<file path="src/rtl/text_console_cursor_control_assert.svh">
// Assertion macros for the text console cursor engine.
// Included by text_console_cursor_control, which carries concurrent checks; needs nothing else.
`ifndef TEXT_CONSOLE_CURSOR_CONTROL_ASSERT_SVH
`define TEXT_CONSOLE_CURSOR_CONTROL_ASSERT_SVH

// Check that cons holds in the same cycle as ante.
`define TCC_ASSERT_NOW(label, clk_s, rst_s, ante, cons) \
  label: assert property (@(posedge clk_s) disable iff (!rst_s) (ante) |-> (cons)) \
    else $error("text console cursor check failed");

// Check that cons holds in the cycle after ante.
`define TCC_ASSERT_NEXT(label, clk_s, rst_s, ante, cons) \
  label: assert property (@(posedge clk_s) disable iff (!rst_s) (ante) |=> (cons)) \
    else $error("text console cursor check failed");

`endif

</file>
<file path="src/rtl/tcc_pkg.sv">
// Shared types and codes of the text console cursor engine.
// No dependencies; imported by text_console_cursor_control.
package tcc_pkg;

  // renderer command codes
  typedef enum logic [2:0] {
    OP_DRAW   = 3'd0,
    OP_SHIFT  = 3'd1,
    OP_SCROLL = 3'd2,
    OP_FILL   = 3'd3,
    OP_STATUS = 3'd4
  } op_t;

  // input word kinds
  localparam logic [1:0] KIND_PRINT  = 2'd0;
  localparam logic [1:0] KIND_LOCATE = 2'd1;
  localparam logic [1:0] KIND_ERASE  = 2'd2;

  // erase modes
  localparam logic [2:0] ERASE_SCR_FROM  = 3'd0;
  localparam logic [2:0] ERASE_SCR_TO    = 3'd1;
  localparam logic [2:0] ERASE_SCR_ALL   = 3'd2;
  localparam logic [2:0] ERASE_LINE_FROM = 3'd3;
  localparam logic [2:0] ERASE_LINE_TO   = 3'd4;
  localparam logic [2:0] ERASE_LINE_ALL  = 3'd5;

  // control characters
  localparam logic [7:0] CH_BS    = 8'h08;
  localparam logic [7:0] CH_TAB   = 8'h09;
  localparam logic [7:0] CH_LF    = 8'h0A;
  localparam logic [7:0] CH_CR    = 8'h0D;
  localparam logic [7:0] CH_DEL   = 8'h7F;
  localparam logic [7:0] CH_SPACE = 8'h20;

  // configuration register indexes
  localparam logic [2:0] CFG_COLUMNS     = 3'd0;
  localparam logic [2:0] CFG_ROWS        = 3'd1;
  localparam logic [2:0] CFG_WRAP        = 3'd2;
  localparam logic [2:0] CFG_FIRST_GLYPH = 3'd3;
  localparam logic [2:0] CFG_LAST_GLYPH  = 3'd4;

  // most space draws one tab may produce
  localparam logic [3:0] MAX_TAB_DRAWS = 4'd8;

  // one renderer command without glyph
  typedef struct packed {
    op_t        op;
    logic [7:0] c0;
    logic [7:0] r0;
    logic [8:0] c1;
    logic [8:0] r1;
  } rect_t;

  // everything needed to replay the words of one input item
  typedef struct packed {
    logic [3:0] n_draw;
    logic [7:0] x;
    logic [7:0] y;
    logic [7:0] glyph;
    logic       has_a;
    rect_t      rect_a;
    rect_t      rect_b;
    logic [3:0] cnt;
    logic       ok;
  } job_t;

  function automatic rect_t mk_rect(op_t op, logic [7:0] c0, logic [7:0] r0,
                                    logic [8:0] c1, logic [8:0] r1);
    rect_t r;
    r.op = op;
    r.c0 = c0;
    r.r0 = r0;
    r.c1 = c1;
    r.r1 = r1;
    return r;
  endfunction

endpackage

</file>
<file path="src/rtl/text_console_cursor_control.sv">
// Channel   Direction  Handshake             Payload
// in_       input      in_valid / in_stall   kind, byte_in, target_col, target_row, erase_mode
// out_      output     out_valid / out_stall op, coordinates, glyph, cursor, locate_ok, last
// cfg_      input      cfg_valid / cfg_ready cfg_index, cfg_data
//
// Cursor engine of a character-cell text console: top level.
// Depends on tcc_pkg and text_console_cursor_control_assert.svh.
//
// An item is decoded in the cycle it is accepted into the job register; the job
// then hands one word a cycle to the output register unless out_stall holds it,
// and an item yields 1 to 9 words (a tab run yields up to 9).
// in_stall is high while the job is busy, except in the cycle its last word moves out.
// Reset (rst_n low at a clock edge) loads the register defaults and homes the
// cursor; there is no clearing pass. out_stall holds the output register.
module text_console_cursor_control
  import tcc_pkg::*;
#(
  parameter int TAB_WIDTH = 8
) (
  input  logic              clk,
  input  logic              rst_n,
  // input items
  input  logic              in_valid,
  output logic              in_stall,
  input  logic [1:0]        in_kind,
  input  logic [7:0]        in_byte_in,
  input  logic signed [8:0] in_target_col,
  input  logic signed [8:0] in_target_row,
  input  logic [2:0]        in_erase_mode,
  // renderer commands
  output logic              out_valid,
  input  logic              out_stall,
  output logic [2:0]        out_op,
  output logic [7:0]        out_col_start,
  output logic [7:0]        out_row_start,
  output logic [8:0]        out_col_end,
  output logic [8:0]        out_row_end,
  output logic [7:0]        out_glyph_code,
  output logic [7:0]        out_cursor_col,
  output logic [7:0]        out_cursor_row,
  output logic              out_locate_ok,
  output logic              out_last,
  // configuration
  input  logic              cfg_valid,
  output logic              cfg_ready,
  input  logic [2:0]        cfg_index,
  input  logic [7:0]        cfg_data
);

  `include "text_console_cursor_control_assert.svh"

  // configuration and cursor state
  logic [7:0] cfg_columns_r, cfg_rows_r, cfg_first_r, cfg_last_r;
  logic       cfg_wrap_r;
  logic [7:0] cur_col_r, cur_row_r, cur_col_nxt, cur_row_nxt;

  // job register
  logic       job_vld_r, job_vld_nxt;
  logic [3:0] job_idx_r, job_idx_nxt;
  job_t       job_r, job_nxt;

  // output register
  logic       out_vld_r, out_vld_nxt;
  rect_t      out_rect_r;
  logic [7:0] out_glyph_r, out_ccol_r, out_crow_r;
  logic       out_ok_r, out_last_r;

  // handshake
  logic accept, out_load, emit, emit_last;

  // tab length for each cursor column
  logic [4:0] tab_len_tbl [256];
  for (genvar i = 0; i < 256; i++) begin : g_tab
    assign tab_len_tbl[i] = 5'(TAB_WIDTH - (i % TAB_WIDTH));
  end

  // handshake glue
  assign cfg_ready = 1'b1;
  assign out_load  = !out_vld_r || !out_stall;
  assign emit      = job_vld_r && out_load;
  assign emit_last = emit && (job_idx_r == job_r.cnt - 4'd1);
  assign in_stall  = job_vld_r && !emit_last;
  assign accept    = in_valid && !in_stall;

  // decode one item into a job and the next cursor
  always_comb begin
    logic [7:0] last_col, last_row, x, y, room, n_room, glyph;
    logic [8:0] x_inc, y_inc, cols9, rows9, tab_end;
    logic [4:0] len;
    logic       nl_bottom, nl_scroll;
    logic [7:0] nl_row;
    rect_t      scroll_rect, status_rect;
    logic       has_b;

    x = cur_col_r;
    y = cur_row_r;
    cols9 = {1'b0, cfg_columns_r};
    rows9 = {1'b0, cfg_rows_r};
    x_inc = {1'b0, x} + 9'd1;
    y_inc = {1'b0, y} + 9'd1;
    last_col = (cfg_columns_r == 8'd0) ? 8'd0 : cfg_columns_r - 8'd1;
    last_row = (cfg_rows_r == 8'd0) ? 8'd0 : cfg_rows_r - 8'd1;
    nl_bottom = (y >= last_row);
    nl_scroll = nl_bottom && (cfg_rows_r >= 8'd2);
    nl_row = nl_bottom ? last_row : y_inc[7:0];
    scroll_rect = mk_rect(OP_SCROLL, 8'd0, 8'd0, cols9, rows9);
    status_rect = mk_rect(OP_STATUS, 8'd0, 8'd0, 9'd0, 9'd0);

    len = tab_len_tbl[x];
    room = (x < cfg_columns_r) ? cfg_columns_r - x : 8'd0;
    n_room = (room < {3'b0, len}) ? room : {3'b0, len};
    tab_end = {1'b0, x} + {4'b0, len};
    glyph = in_byte_in;
    if (in_byte_in <= CH_SPACE || !(in_byte_in inside {[cfg_first_r:cfg_last_r]})) begin
      glyph = CH_SPACE;
    end

    has_b = 1'b0;
    job_nxt.n_draw = 4'd0;
    job_nxt.x = x;
    job_nxt.y = y;
    job_nxt.glyph = CH_SPACE;
    job_nxt.has_a = 1'b0;
    job_nxt.rect_a = status_rect;
    job_nxt.rect_b = status_rect;
    job_nxt.ok = 1'b0;
    cur_col_nxt = x;
    cur_row_nxt = y;

    case (in_kind)
      KIND_PRINT: begin
        case (in_byte_in)
          CH_BS: begin
            if (x != 8'd0) begin
              job_nxt.has_a = 1'b1;
              job_nxt.rect_a = mk_rect(OP_SHIFT, x, y, cols9, y_inc);
              has_b = 1'b1;
              job_nxt.rect_b = mk_rect(OP_FILL, last_col, y, cols9, y_inc);
              cur_col_nxt = x - 8'd1;
            end
          end
          CH_TAB: begin
            job_nxt.n_draw = (n_room > {4'b0, MAX_TAB_DRAWS}) ? MAX_TAB_DRAWS : n_room[3:0];
            if (tab_end >= cols9) begin
              cur_col_nxt = last_col;
              if (cfg_wrap_r) begin
                job_nxt.has_a = nl_scroll;
                job_nxt.rect_a = scroll_rect;
                cur_col_nxt = 8'd0;
                cur_row_nxt = nl_row;
              end
            end else begin
              cur_col_nxt = tab_end[7:0];
            end
          end
          CH_LF: begin
            job_nxt.has_a = nl_scroll;
            job_nxt.rect_a = scroll_rect;
            cur_col_nxt = 8'd0;
            cur_row_nxt = nl_row;
          end
          CH_CR, CH_DEL: begin
          end
          default: begin
            job_nxt.n_draw = 4'd1;
            job_nxt.glyph = glyph;
            if (x >= last_col) begin
              if (cfg_wrap_r) begin
                job_nxt.has_a = nl_scroll;
                job_nxt.rect_a = scroll_rect;
                cur_col_nxt = 8'd0;
                cur_row_nxt = nl_row;
              end
            end else begin
              cur_col_nxt = x_inc[7:0];
            end
          end
        endcase
      end
      KIND_LOCATE: begin
        if (!in_target_col[8] && !in_target_row[8] &&
            in_target_col[7:0] < cfg_columns_r && in_target_row[7:0] < cfg_rows_r) begin
          job_nxt.ok = 1'b1;
          cur_col_nxt = in_target_col[7:0];
          cur_row_nxt = in_target_row[7:0];
        end
      end
      KIND_ERASE: begin
        case (in_erase_mode)
          ERASE_SCR_FROM: begin
            job_nxt.has_a = 1'b1;
            job_nxt.rect_a = mk_rect(OP_FILL, x, y, cols9, y_inc);
            has_b = (y_inc < rows9);
            job_nxt.rect_b = mk_rect(OP_FILL, 8'd0, y_inc[7:0], cols9, rows9);
          end
          ERASE_SCR_TO: begin
            job_nxt.has_a = 1'b1;
            if (y != 8'd0) begin
              job_nxt.rect_a = mk_rect(OP_FILL, 8'd0, 8'd0, cols9, {1'b0, y});
              has_b = 1'b1;
              job_nxt.rect_b = mk_rect(OP_FILL, 8'd0, y, x_inc, y_inc);
            end else begin
              job_nxt.rect_a = mk_rect(OP_FILL, 8'd0, y, x_inc, y_inc);
            end
          end
          ERASE_SCR_ALL: begin
            job_nxt.has_a = 1'b1;
            job_nxt.rect_a = mk_rect(OP_FILL, 8'd0, 8'd0, cols9, rows9);
          end
          ERASE_LINE_FROM: begin
            job_nxt.has_a = 1'b1;
            job_nxt.rect_a = mk_rect(OP_FILL, x, y, cols9, y_inc);
          end
          ERASE_LINE_TO: begin
            job_nxt.has_a = 1'b1;
            job_nxt.rect_a = mk_rect(OP_FILL, 8'd0, y, x_inc, y_inc);
          end
          ERASE_LINE_ALL: begin
            job_nxt.has_a = 1'b1;
            job_nxt.rect_a = mk_rect(OP_FILL, 8'd0, y, cols9, y_inc);
          end
          default: begin
          end
        endcase
      end
      default: begin
      end
    endcase

    // an item with nothing to render still reports the cursor
    if (job_nxt.n_draw == 4'd0 && !job_nxt.has_a && !has_b) begin
      job_nxt.has_a = 1'b1;
      job_nxt.rect_a = status_rect;
    end
    job_nxt.cnt = job_nxt.n_draw + {3'b0, job_nxt.has_a} + {3'b0, has_b};
  end

  // advance the job and the output register
  always_comb begin
    job_vld_nxt = job_vld_r;
    job_idx_nxt = job_idx_r;
    out_vld_nxt = out_vld_r;
    if (emit) begin
      job_idx_nxt = job_idx_r + 4'd1;
    end
    if (emit_last) begin
      job_vld_nxt = 1'b0;
    end
    if (accept) begin
      job_vld_nxt = 1'b1;
      job_idx_nxt = 4'd0;
    end
    if (out_load) begin
      out_vld_nxt = emit;
    end
  end

  // select the word at the current job index
  rect_t      word_rect;
  logic [7:0] word_glyph;
  always_comb begin
    word_glyph = 8'd0;
    if (job_idx_r < job_r.n_draw) begin
      word_rect = mk_rect(OP_DRAW, job_r.x + {4'b0, job_idx_r}, job_r.y, 9'd0, 9'd0);
      word_glyph = job_r.glyph;
    end else if (job_idx_r == job_r.n_draw && job_r.has_a) begin
      word_rect = job_r.rect_a;
    end else begin
      word_rect = job_r.rect_b;
    end
  end

  // control state
  always_ff @(posedge clk) begin
    if (!rst_n) begin
      cfg_columns_r <= 8'd80;
      cfg_rows_r    <= 8'd25;
      cfg_wrap_r    <= 1'b1;
      cfg_first_r   <= 8'd32;
      cfg_last_r    <= 8'd126;
      cur_col_r     <= 8'd0;
      cur_row_r     <= 8'd0;
      job_vld_r     <= 1'b0;
      job_idx_r     <= 4'd0;
      out_vld_r     <= 1'b0;
    end else begin
      if (cfg_valid && cfg_ready) begin
        case (cfg_index)
          CFG_COLUMNS:     cfg_columns_r <= cfg_data;
          CFG_ROWS:        cfg_rows_r    <= cfg_data;
          CFG_WRAP:        cfg_wrap_r    <= cfg_data[0];
          CFG_FIRST_GLYPH: cfg_first_r   <= cfg_data;
          CFG_LAST_GLYPH:  cfg_last_r    <= cfg_data;
          default: begin
          end
        endcase
      end
      if (accept) begin
        cur_col_r <= cur_col_nxt;
        cur_row_r <= cur_row_nxt;
      end
      job_vld_r <= job_vld_nxt;
      job_idx_r <= job_idx_nxt;
      out_vld_r <= out_vld_nxt;
    end
  end

  // payload registers
  always_ff @(posedge clk) begin
    if (accept) begin
      job_r <= job_nxt;
    end
    if (emit) begin
      out_rect_r  <= word_rect;
      out_glyph_r <= word_glyph;
      out_ccol_r  <= cur_col_r;
      out_crow_r  <= cur_row_r;
      out_ok_r    <= job_r.ok;
      out_last_r  <= (job_idx_r == job_r.cnt - 4'd1);
    end
  end

  assign out_valid      = out_vld_r;
  assign out_op         = out_rect_r.op;
  assign out_col_start  = out_rect_r.c0;
  assign out_row_start  = out_rect_r.r0;
  assign out_col_end    = out_rect_r.c1;
  assign out_row_end    = out_rect_r.r1;
  assign out_glyph_code = out_glyph_r;
  assign out_cursor_col = out_ccol_r;
  assign out_cursor_row = out_crow_r;
  assign out_locate_ok  = out_ok_r;
  assign out_last       = out_last_r;

  // checks
  `TCC_ASSERT_NOW(a_idx_in_range, clk, rst_n, job_vld_r, job_idx_r < job_r.cnt)
  `TCC_ASSERT_NEXT(a_idx_step, clk, rst_n, emit && !emit_last, job_vld_r && job_idx_r == $past(job_idx_r) + 4'd1)
  `TCC_ASSERT_NOW(a_locate_single, clk, rst_n, job_vld_r && job_r.ok, job_r.cnt == 4'd1)
  `TCC_ASSERT_NOW(a_tab_draw_cap, clk, rst_n, job_vld_r, job_r.n_draw <= MAX_TAB_DRAWS)

endmodule
</file>
<file path="config.mk">
export PLATFORM = sky130hd
export DESIGN_NAME = text_console_cursor_control
export DESIGN_NICKNAME = d
export VERILOG_FILES = /design/src/rtl/tcc_pkg.sv /design/src/rtl/text_console_cursor_control.sv
export VERILOG_INCLUDE_DIRS = /design/src /design/src/rtl
export SDC_FILE = /design/constraint.sdc
export NUM_CORES = 1
export LEC_CHECK = 0
export BUFFER_PORTS_ARGS = -buffer_cell sky130_fd_sc_hd__buf_2
export CORE_MARGIN = 5
export CORE_UTILIZATION = 45
export CTS_BUF_LIST = sky130_fd_sc_hd__clkbuf_8
export CTS_CLUSTER_SIZE = 16
export DETAILED_ROUTE_END_ITERATION = 7
export PLACE_DENSITY_LB_ADDON = 0.08
export SLEW_MARGIN = 20
export SYNTH_ARGS = -nofsm -noshare
export SYNTH_HDL_FRONTEND = slang
export SYNTH_SLANG_ARGS = --single-unit
</file>
<file path="constraint.sdc">
create_clock -name clk -period 4.8 [get_ports clk]
set_clock_uncertainty 0.2 [all_clocks]
set_input_delay 0.24 -clock clk [delete_from_list [all_inputs] [get_ports clk]]
set_output_delay 0.24 -clock clk [all_outputs]
set_load 0.03 [all_outputs]
</file>
==> results.toml, run 1 <==
[run_status]
status = "finished clean"

[power_and_ir_drop]
leakage_nw = 6.43
p_per_area_nw_per_um2 = 307
total_power_mw = 4.80
ir_drop_mv = 0.221

[finish]
largest_register_ffs = 107
top_register = "job_r"
diodes = 0
syn2layout_area_growth_pct = 19.2
drive_gt1_share_pct = 17.6
num-nets-final = 1674
n_fill_cell = 2682

[worst_setup_path]
critPathTopFamily = "adder cells"
worst-path-max-fanout = 4
crit_buf_inv = 4
setup.worst_path.end_class = "flop"
worstPathRequired_ns = 4.89
critPathKind = "flop to flop"
cp.arrival_ns = 4.65
critPathLaunch = "cfg_columns_r[0]$_SDFFE_PN0P_"
ff2ff_setup_slack_ns = 0.24
worstPathCellList = "inv_2 -> ha_2 -> inv_1 -> fa_1 -> nand3_1 -> a21boi_1 -> nor4b_4 -> a41o_1 -> nor2_1 -> ha_1 -> a21o_1 -> a21oi_2 -> and4_4 -> buf_4 -> or2_4 -> mux2_2 -> fa_2 -> inv_1 -> ha_1"
worstSetupPathDepth = 19
cpPeakStageDelay_ns = 0.40
r2r_cells = 19
startpoint_type = "flop"
rr_endpoint = "job_r[2]$_DFFE_PP_"
slowest_stage = "fa_1"
r2r-start = "cfg_columns_r[0]$_SDFFE_PN0P_"
endpoint = "job_r[2]$_DFFE_PP_"

[timing]
maxSlewViolCount = 0
hold_viol = 0
worstMarginPinSlew_ns = 0.938
grt_setup_unrepaired = "false"
finalCritPeriodShare_pct = 95.0
slew_headroom_pct = 37.0
setup_viol = 0
tns_ns = 0
fmax_mhz = 219
min_period_ns = 4.56

[route]
wl_um = 40600
vias = 10900
ant_nets = 0
detail_route.first_pass.iterations = 6
post_drt_wl_per_cell_um = 20.9
avgViaCountPerCell = 5.62
route.detailed.drc = 0
drt-initial-drc-count = 891

[clocking]
htree_num_levels = 2
cts.clk_slew.worst_paths_ns = 0.06
clk_latency_ns = 0.56
cts_buffers = 40
cts_root_buffer = "clkbuf_8"
cts_sinks = 225
cts_tree = "yes"
clk_path_buf_depth = 3

[floorplanning]
initial_core_util_pct = 45.6
io_pins = 113
die-area_um2 = 32700
fp.dieH_um = 181
die_w_um = 181
design.core.area_um2 = 28800
rows = 62

[synth]
synthArstFlopShare_pct = 0
ys_ff_latch = 225
yosysUniqueCellTypes = 84
synth_ff_type = "edfxtp_1"
avgSynthCellArea_um2 = 9.85
syn_area_um2 = 13100
synth_edf_count = 170
syn_nets = 1480
synth_seq_area_share_pct = 47.2
syn_inst = 1333
synth_warnings = 0

[global_routing]
grt_max_degree = 80
grt_pass1_vias = 10600
grt.overflow.total = 0
antenna_found_initial = 2
grt_usage_pct = 24.2
grt_pass1_wl_um = 62100

[placed_design]
gp_congestion = 0.978
port_buffers = 111
dp_hpwl_um = 30000

[flow_run]
cap_viol_max_count = 0

[worst_hold_path]
hp-class = "input pin to flop"
==> metrics by stage <==
| step | instance area, um^2 | setup slack, ns | utilization [%] | hold slack [ns] | std cells |
|---|---|---|---|---|---|
| floorplan | 13100 | 0.0392 | - | 0.161 | 1333 |
| global placement | 14400 | 0.202 | 49.9 | 0.230 | 1827 |
| detailed placement | 14400 | 0.0780 | 49.9 | 0.221 | 1827 |
| CTS | 15600 | 0.0721 | 54.1 | 0.0402 | 1941 |
| global route | 15700 | 0.0321 | 54.4 | 0.0447 | 1943 |
| finish | 15700 | 0.239 | 54.4 | 0.0648 | 1943 |
==> layout make-up <==
cell class                 count  area (um^2)  area share [%]
sequential                   225         6210            39.7
multi-input combinational    968         6410            40.9
clock buffer                  43          592            3.78
tap                          384          480            3.07
clock inverter                31          223            1.42
inverter                      76          288            1.84
timing repair buffer         216         1460            9.30
==> power breakdown <==
part	total (mW)	internal [mW]	switching [mW]
clock network	1.82	1.00	0.819
logic	0.728	0.250	0.478
registers	2.26	2.22	0.0363
==> cell families (layout without fill, tap and decap cells) <==
logic type	count (synthesis)	in the layout	synth area share [%]
AND/OR/NAND/NOR	476	476	17.3
AO/OA/AOI/OAI	314	314	15.6
flip-flops	225	225	47.2
buffers and inverters	140	366	4.61
adder cells (fa/ha/maj)	100	100	9.75
XOR/XNOR	44	44	2.93
multiplexers	33	33	2.53
other	1	1	0.0285
==> what timing repair did <==
action                                 in CTS  in global routing
buffers inserted                            0                  2
hold buffers                               40                  0
setup endpoints to repair                   0                  4
gates resized for setup                     0                 14
endpoints found under the hold margin      60                  0
==> synth_stat cells, types with 5 or more instances <==
library cell / instances / area, um^2
nand4_1: 7 / 43.8
or2_2: 9 / 56.3
clkbuf_1: 49 / 184
o211ai_1: 19 / 143
a221oi_1: 10 / 87.6
a21o_1: 13 / 97.6
o22ai_1: 9 / 56.3
nor2_1: 101 / 379
nor3b_1: 9 / 67.6
inv_1: 75 / 282
o21ai_0: 72 / 360
a31oi_1: 7 / 43.8
dfxtp_1: 55 / 1100
o2111ai_1: 7 / 61.3
edfxtp_1: 170 / 5100
xor2_1: 11 / 96.3
a22oi_1: 20 / 150
xnor2_1: 33 / 289
mux2i_1: 31 / 310
ha_1: 96 / 1200
a22o_1: 6 / 52.6
nand2b_1: 19 / 119
nand3_1: 43 / 215
nand2_1: 180 / 676
a21oi_1: 86 / 430
o221ai_1: 6 / 52.6
and3_1: 11 / 68.8
buf_6: 5 / 56.3
a311oi_1: 7 / 61.3
nor4_1: 9 / 56.3
o21a_1: 6 / 45.0
nor3_1: 18 / 90.1
or4_1: 6 / 45.0
o31ai_1: 9 / 67.6
nor2b_1: 10 / 62.6
and2_1: 30 / 188
o32ai_1: 5 / 43.8
==> placed cells by master, fill, tap and decap left out, drive strengths merged, types with 10 or more instances in the layout <==
cell,count
nand2,180
buf,176
edfxtp,170
nor2,102
ha,96
inv,94
a21oi,87
o21ai,72
dfxtp,55
clkbuf,43
nand3,43
dlygate4sd3,40
xnor2,33
mux2i,31
and2,31
a22oi,20
nand2b,19
o211ai,19
nor3,18
a21o,15
and3,14
xor2,11
a221oi,11
nor4,10
nor2b,10
or2,10
o31ai,10
==> worst min path at each step <==
stage	start	endpoint	slack, ns	cells past startpoint
after floorplan	in_valid	job_vld_r$_SDFFE_PN0P_	0.16	2
final	in_byte_in[1]	job_r[81]$_SDFFCE_PP0P_	0.06	2
after global routing	in_byte_in[1]	job_r[81]$_SDFFCE_PP0P_	0.04	2
after global placement	job_r[0]$_SDFFCE_PN0P_	out_locate_ok$_DFFE_PP_	0.23	0
after detailed placement	job_r[0]$_SDFFCE_PN0P_	out_locate_ok$_DFFE_PP_	0.22	0
after CTS	in_byte_in[1]	job_r[81]$_SDFFCE_PP0P_	0.04	2
==> routing by layer <==
layer  vias to the layer above  routed length (um)  part of all wire, %  global-route usage (%)
li1                       5254                   -                    -                       -
met1                      5169               17900                   44                    32.8
met3                        93                2940                  7.2                    5.37
met5                         -                  11                0.027                       0
met2                       400               18300                   45                    38.3
met4                         2                1440                  3.6                    8.86
(Power assumes the default switching activity.)
==> inputs of run 2 (changes only) <==
--- a/config.mk
+++ b/config.mk
@@ -7,9 +7,8 @@
 export NUM_CORES = 1
 export LEC_CHECK = 0
 export BUFFER_PORTS_ARGS = -buffer_cell sky130_fd_sc_hd__buf_2
-export CORE_MARGIN = 5
+export CORE_MARGIN = 8
 export CORE_UTILIZATION = 45
-export CTS_BUF_LIST = sky130_fd_sc_hd__clkbuf_8
 export CTS_CLUSTER_SIZE = 16
 export DETAILED_ROUTE_END_ITERATION = 7
 export PLACE_DENSITY_LB_ADDON = 0.08
==> run 2 against run 1 <==
Fmax shrank 0.90%; utilization is essentially flat; sequential power is essentially flat; die area grew 6.7%; setup slack lost 0.041 ns; global-route usage shrank 1.5 points; critical endpoint unchanged; largest cell class unchanged.
==> results.toml, run 2 (same netlist as run 1, synthesis figures left out) <==
[route]
vias = 10900
avgViaCountPerCell = 5.71
wl_um = 40500
detail_route.first_pass.iterations = 5
ant_nets = 0
route.detailed.drc = 0
post_drt_wl_per_cell_um = 21.2
drt-initial-drc-count = 840

[timing]
tns_ns = 0
fin_ws_ns = 0.197
min_period_ns = 4.60
fmax_mhz = 217
finalCritPeriodShare_pct = 95.9
worstMarginPinSlew_ns = 1.08
hold_viol = 0
setup_viol = 0
slew_headroom_pct = 27.9
maxSlewViolCount = 0

[power_and_ir_drop]
p_comb_share_pct = 14.6
p_sw_mw = 1.29
switching_share_pct = 25.9
p_seq_share_pct = 45.4
p_per_area_nw_per_um2 = 318
p_clk_share_pct = 40.0
p_int_mw = 3.68
leakage_nw = 6.34
ir_drop_mv = 0.238

[finish]
n_fill_cell = 2593
top_register = "job_r"
largest_register_ffs = 107
final_cell_mix = "180 x nand2_1, 170 x edfxtp_1, 111 x buf_2"
layout_commonest_cell = "nand2_1"
instances_no_fill = 1906
syn2layout_area_growth_pct = 18.9
num-nets-final = 1650
drive_gt1_share_pct = 16.6

[worst_setup_path]
worstPathCellList = "inv_2 -> ha_1 -> inv_1 -> fa_1 -> nand3_2 -> a21boi_1 -> nor4b_2 -> buf_4 -> a41oi_2 -> and2_4 -> ha_1 -> o2111ai_1 -> a21o_1 -> and3_2 -> o32ai_4 -> nand2_1 -> and3_2 -> fa_1 -> inv_1 -> ha_1"
critical_path.most_common_cell = "ha_1"
startpoint_type = "flop"
r2r-start = "cfg_columns_r[0]$_SDFFE_PN0P_"
rr_endpoint = "job_r[2]$_DFFE_PP_"
setup.worst_path.end_class = "flop"
worstPathRequired_ns = 4.86
slowest_stage = "fa_1"
critPathKind = "flop to flop"
cpPeakStageDelay_ns = 0.43
crit_buf_inv = 4
r2r_cells = 20
ff2ff_setup_slack_ns = 0.20
worst-path-max-fanout = 4
critPathTopFamily = "adder cells"
cp.arrival_ns = 4.66

[clocking]
clk_path_buf_depth = 3
htree_num_levels = 1
clk_latency_ns = 0.52
cts_sinks = 225
cts_tree = "yes"
cts.clk_slew.worst_paths_ns = 0.07
cts_root_buffer = "clkbuf_16"
cts_buffers = 25

[global_routing]
grt_usage_pct = 22.7
antenna_found_initial = 2
grt_max_degree = 83
grt.overflow.total = 0
grt_pass1_wl_um = 63000
grt_pass1_vias = 10800

[floorplanning]
design.core.area_um2 = 28700
initial_core_util_pct = 45.8
io_pins = 113
fp.dieH_um = 187
rows = 62
die_w_um = 187
die-area_um2 = 34900

[placed_design]
dp_slack_ns = -0.0158
dp_hpwl_um = 29900
port_buffers = 111
gp_congestion = 0.949
dpl.cell_count = 1821

[flow_run]
cap_viol_max_count = 0

[worst_hold_path]
min_from = "in_byte_in[2]"
min_to = "job_r[82]$_SDFFCE_PP0P_"
hp-class = "input pin to flop"
min_path_cells = 2

[run_status]
status = "finished clean"
## run 2: cell type report
type / count / area [um^2] / share of cell area, %
Multi-Input combinational cell: 968 / 6400 / 40.9
Sequential cell: 225 / 6210 / 39.7
Timing Repair Buffer: 207 / 1390 / 8.92
Clock buffer: 31 / 678 / 4.34
Tap cell: 384 / 480 / 3.08
Inverter: 76 / 288 / 1.84
Clock inverter: 14 / 176 / 1.13
Antenna cell: 1 / 2.50 / 0.0160
## run 2: how the worst max path moves through the flow
stage / from / end / slack, ns / depth (start not counted)
6_report: cfg_columns_r[0]$_SDFFE_PN0P_ / job_r[2]$_DFFE_PP_ / 0.20 / 20
3_5_place_dp: cfg_columns_r[0]$_SDFFE_PN0P_ / job_r[3]$_DFFE_PP_ / -0.02 / 20
5_1_grt: cfg_columns_r[0]$_SDFFE_PN0P_ / job_r[3]$_DFFE_PP_ / -0.02 / 21
2_1_floorplan: cur_col_r[0]$_SDFFE_PN0P_ / job_r[2]$_DFFE_PP_ / 0.04 / 19
4_1_cts: cfg_columns_r[0]$_SDFFE_PN0P_ / job_r[3]$_DFFE_PP_ / 0.07 / 20
3_3_place_gp: cfg_columns_r[0]$_SDFFE_PN0P_ / job_r[3]$_DFFE_PP_ / 0.14 / 20
## run 2: per-stage QoR
| stage | cell area, um^2 | utilization [%] | total power, mW | hold WS [ns] |
|---|---|---|---|---|
| after floorplan | 13100 | - | 2.75 | 0.161 |
| after global placement | 14300 | 49.9 | 2.98 | 0.201 |
| after detailed placement | 14300 | 49.9 | 2.98 | 0.206 |
| after CTS | 15600 | 54.2 | 5.00 | 0.00116 |
| after global routing | 15600 | 54.4 | 5.16 | 0.00814 |
| final | 15600 | 54.4 | 4.97 | 0.0218 |
## run 2: metal layers
layer / vias up / wire (um) / GRT usage, % / share of wire [%]
met5: - / 23 / 0 / 0.057
met3: 79 / 2460 / 3.56 / 6.1
li1: 5200 / - / - / -
met2: 389 / 18200 / 36.2 / 45
met4: 4 / 1390 / 7.39 / 3.4
met1: 5215 / 18400 / 31.2 / 45
## run 2: power groups by stage
stage	logic, mW	registers (mW)	clock network (mW)
6_report	0.724	2.26	1.99
5_1_grt	0.793	2.27	2.10
4_1_cts	0.713	2.26	2.03
3_5_place_dp	0.685	2.30	0
3_3_place_gp	0.681	2.30	0
2_1_floorplan	0.375	2.38	0
## run 2: repair_timing
item / in CTS / in global routing
endpoints found under the setup margin: 2 / 4
buffers inserted: 0 / 1
endpoints found under the hold margin: 57 / 0
resized for setup: 1 / 12
hold buffers: 37 / 0
pin swaps: 0 / 2
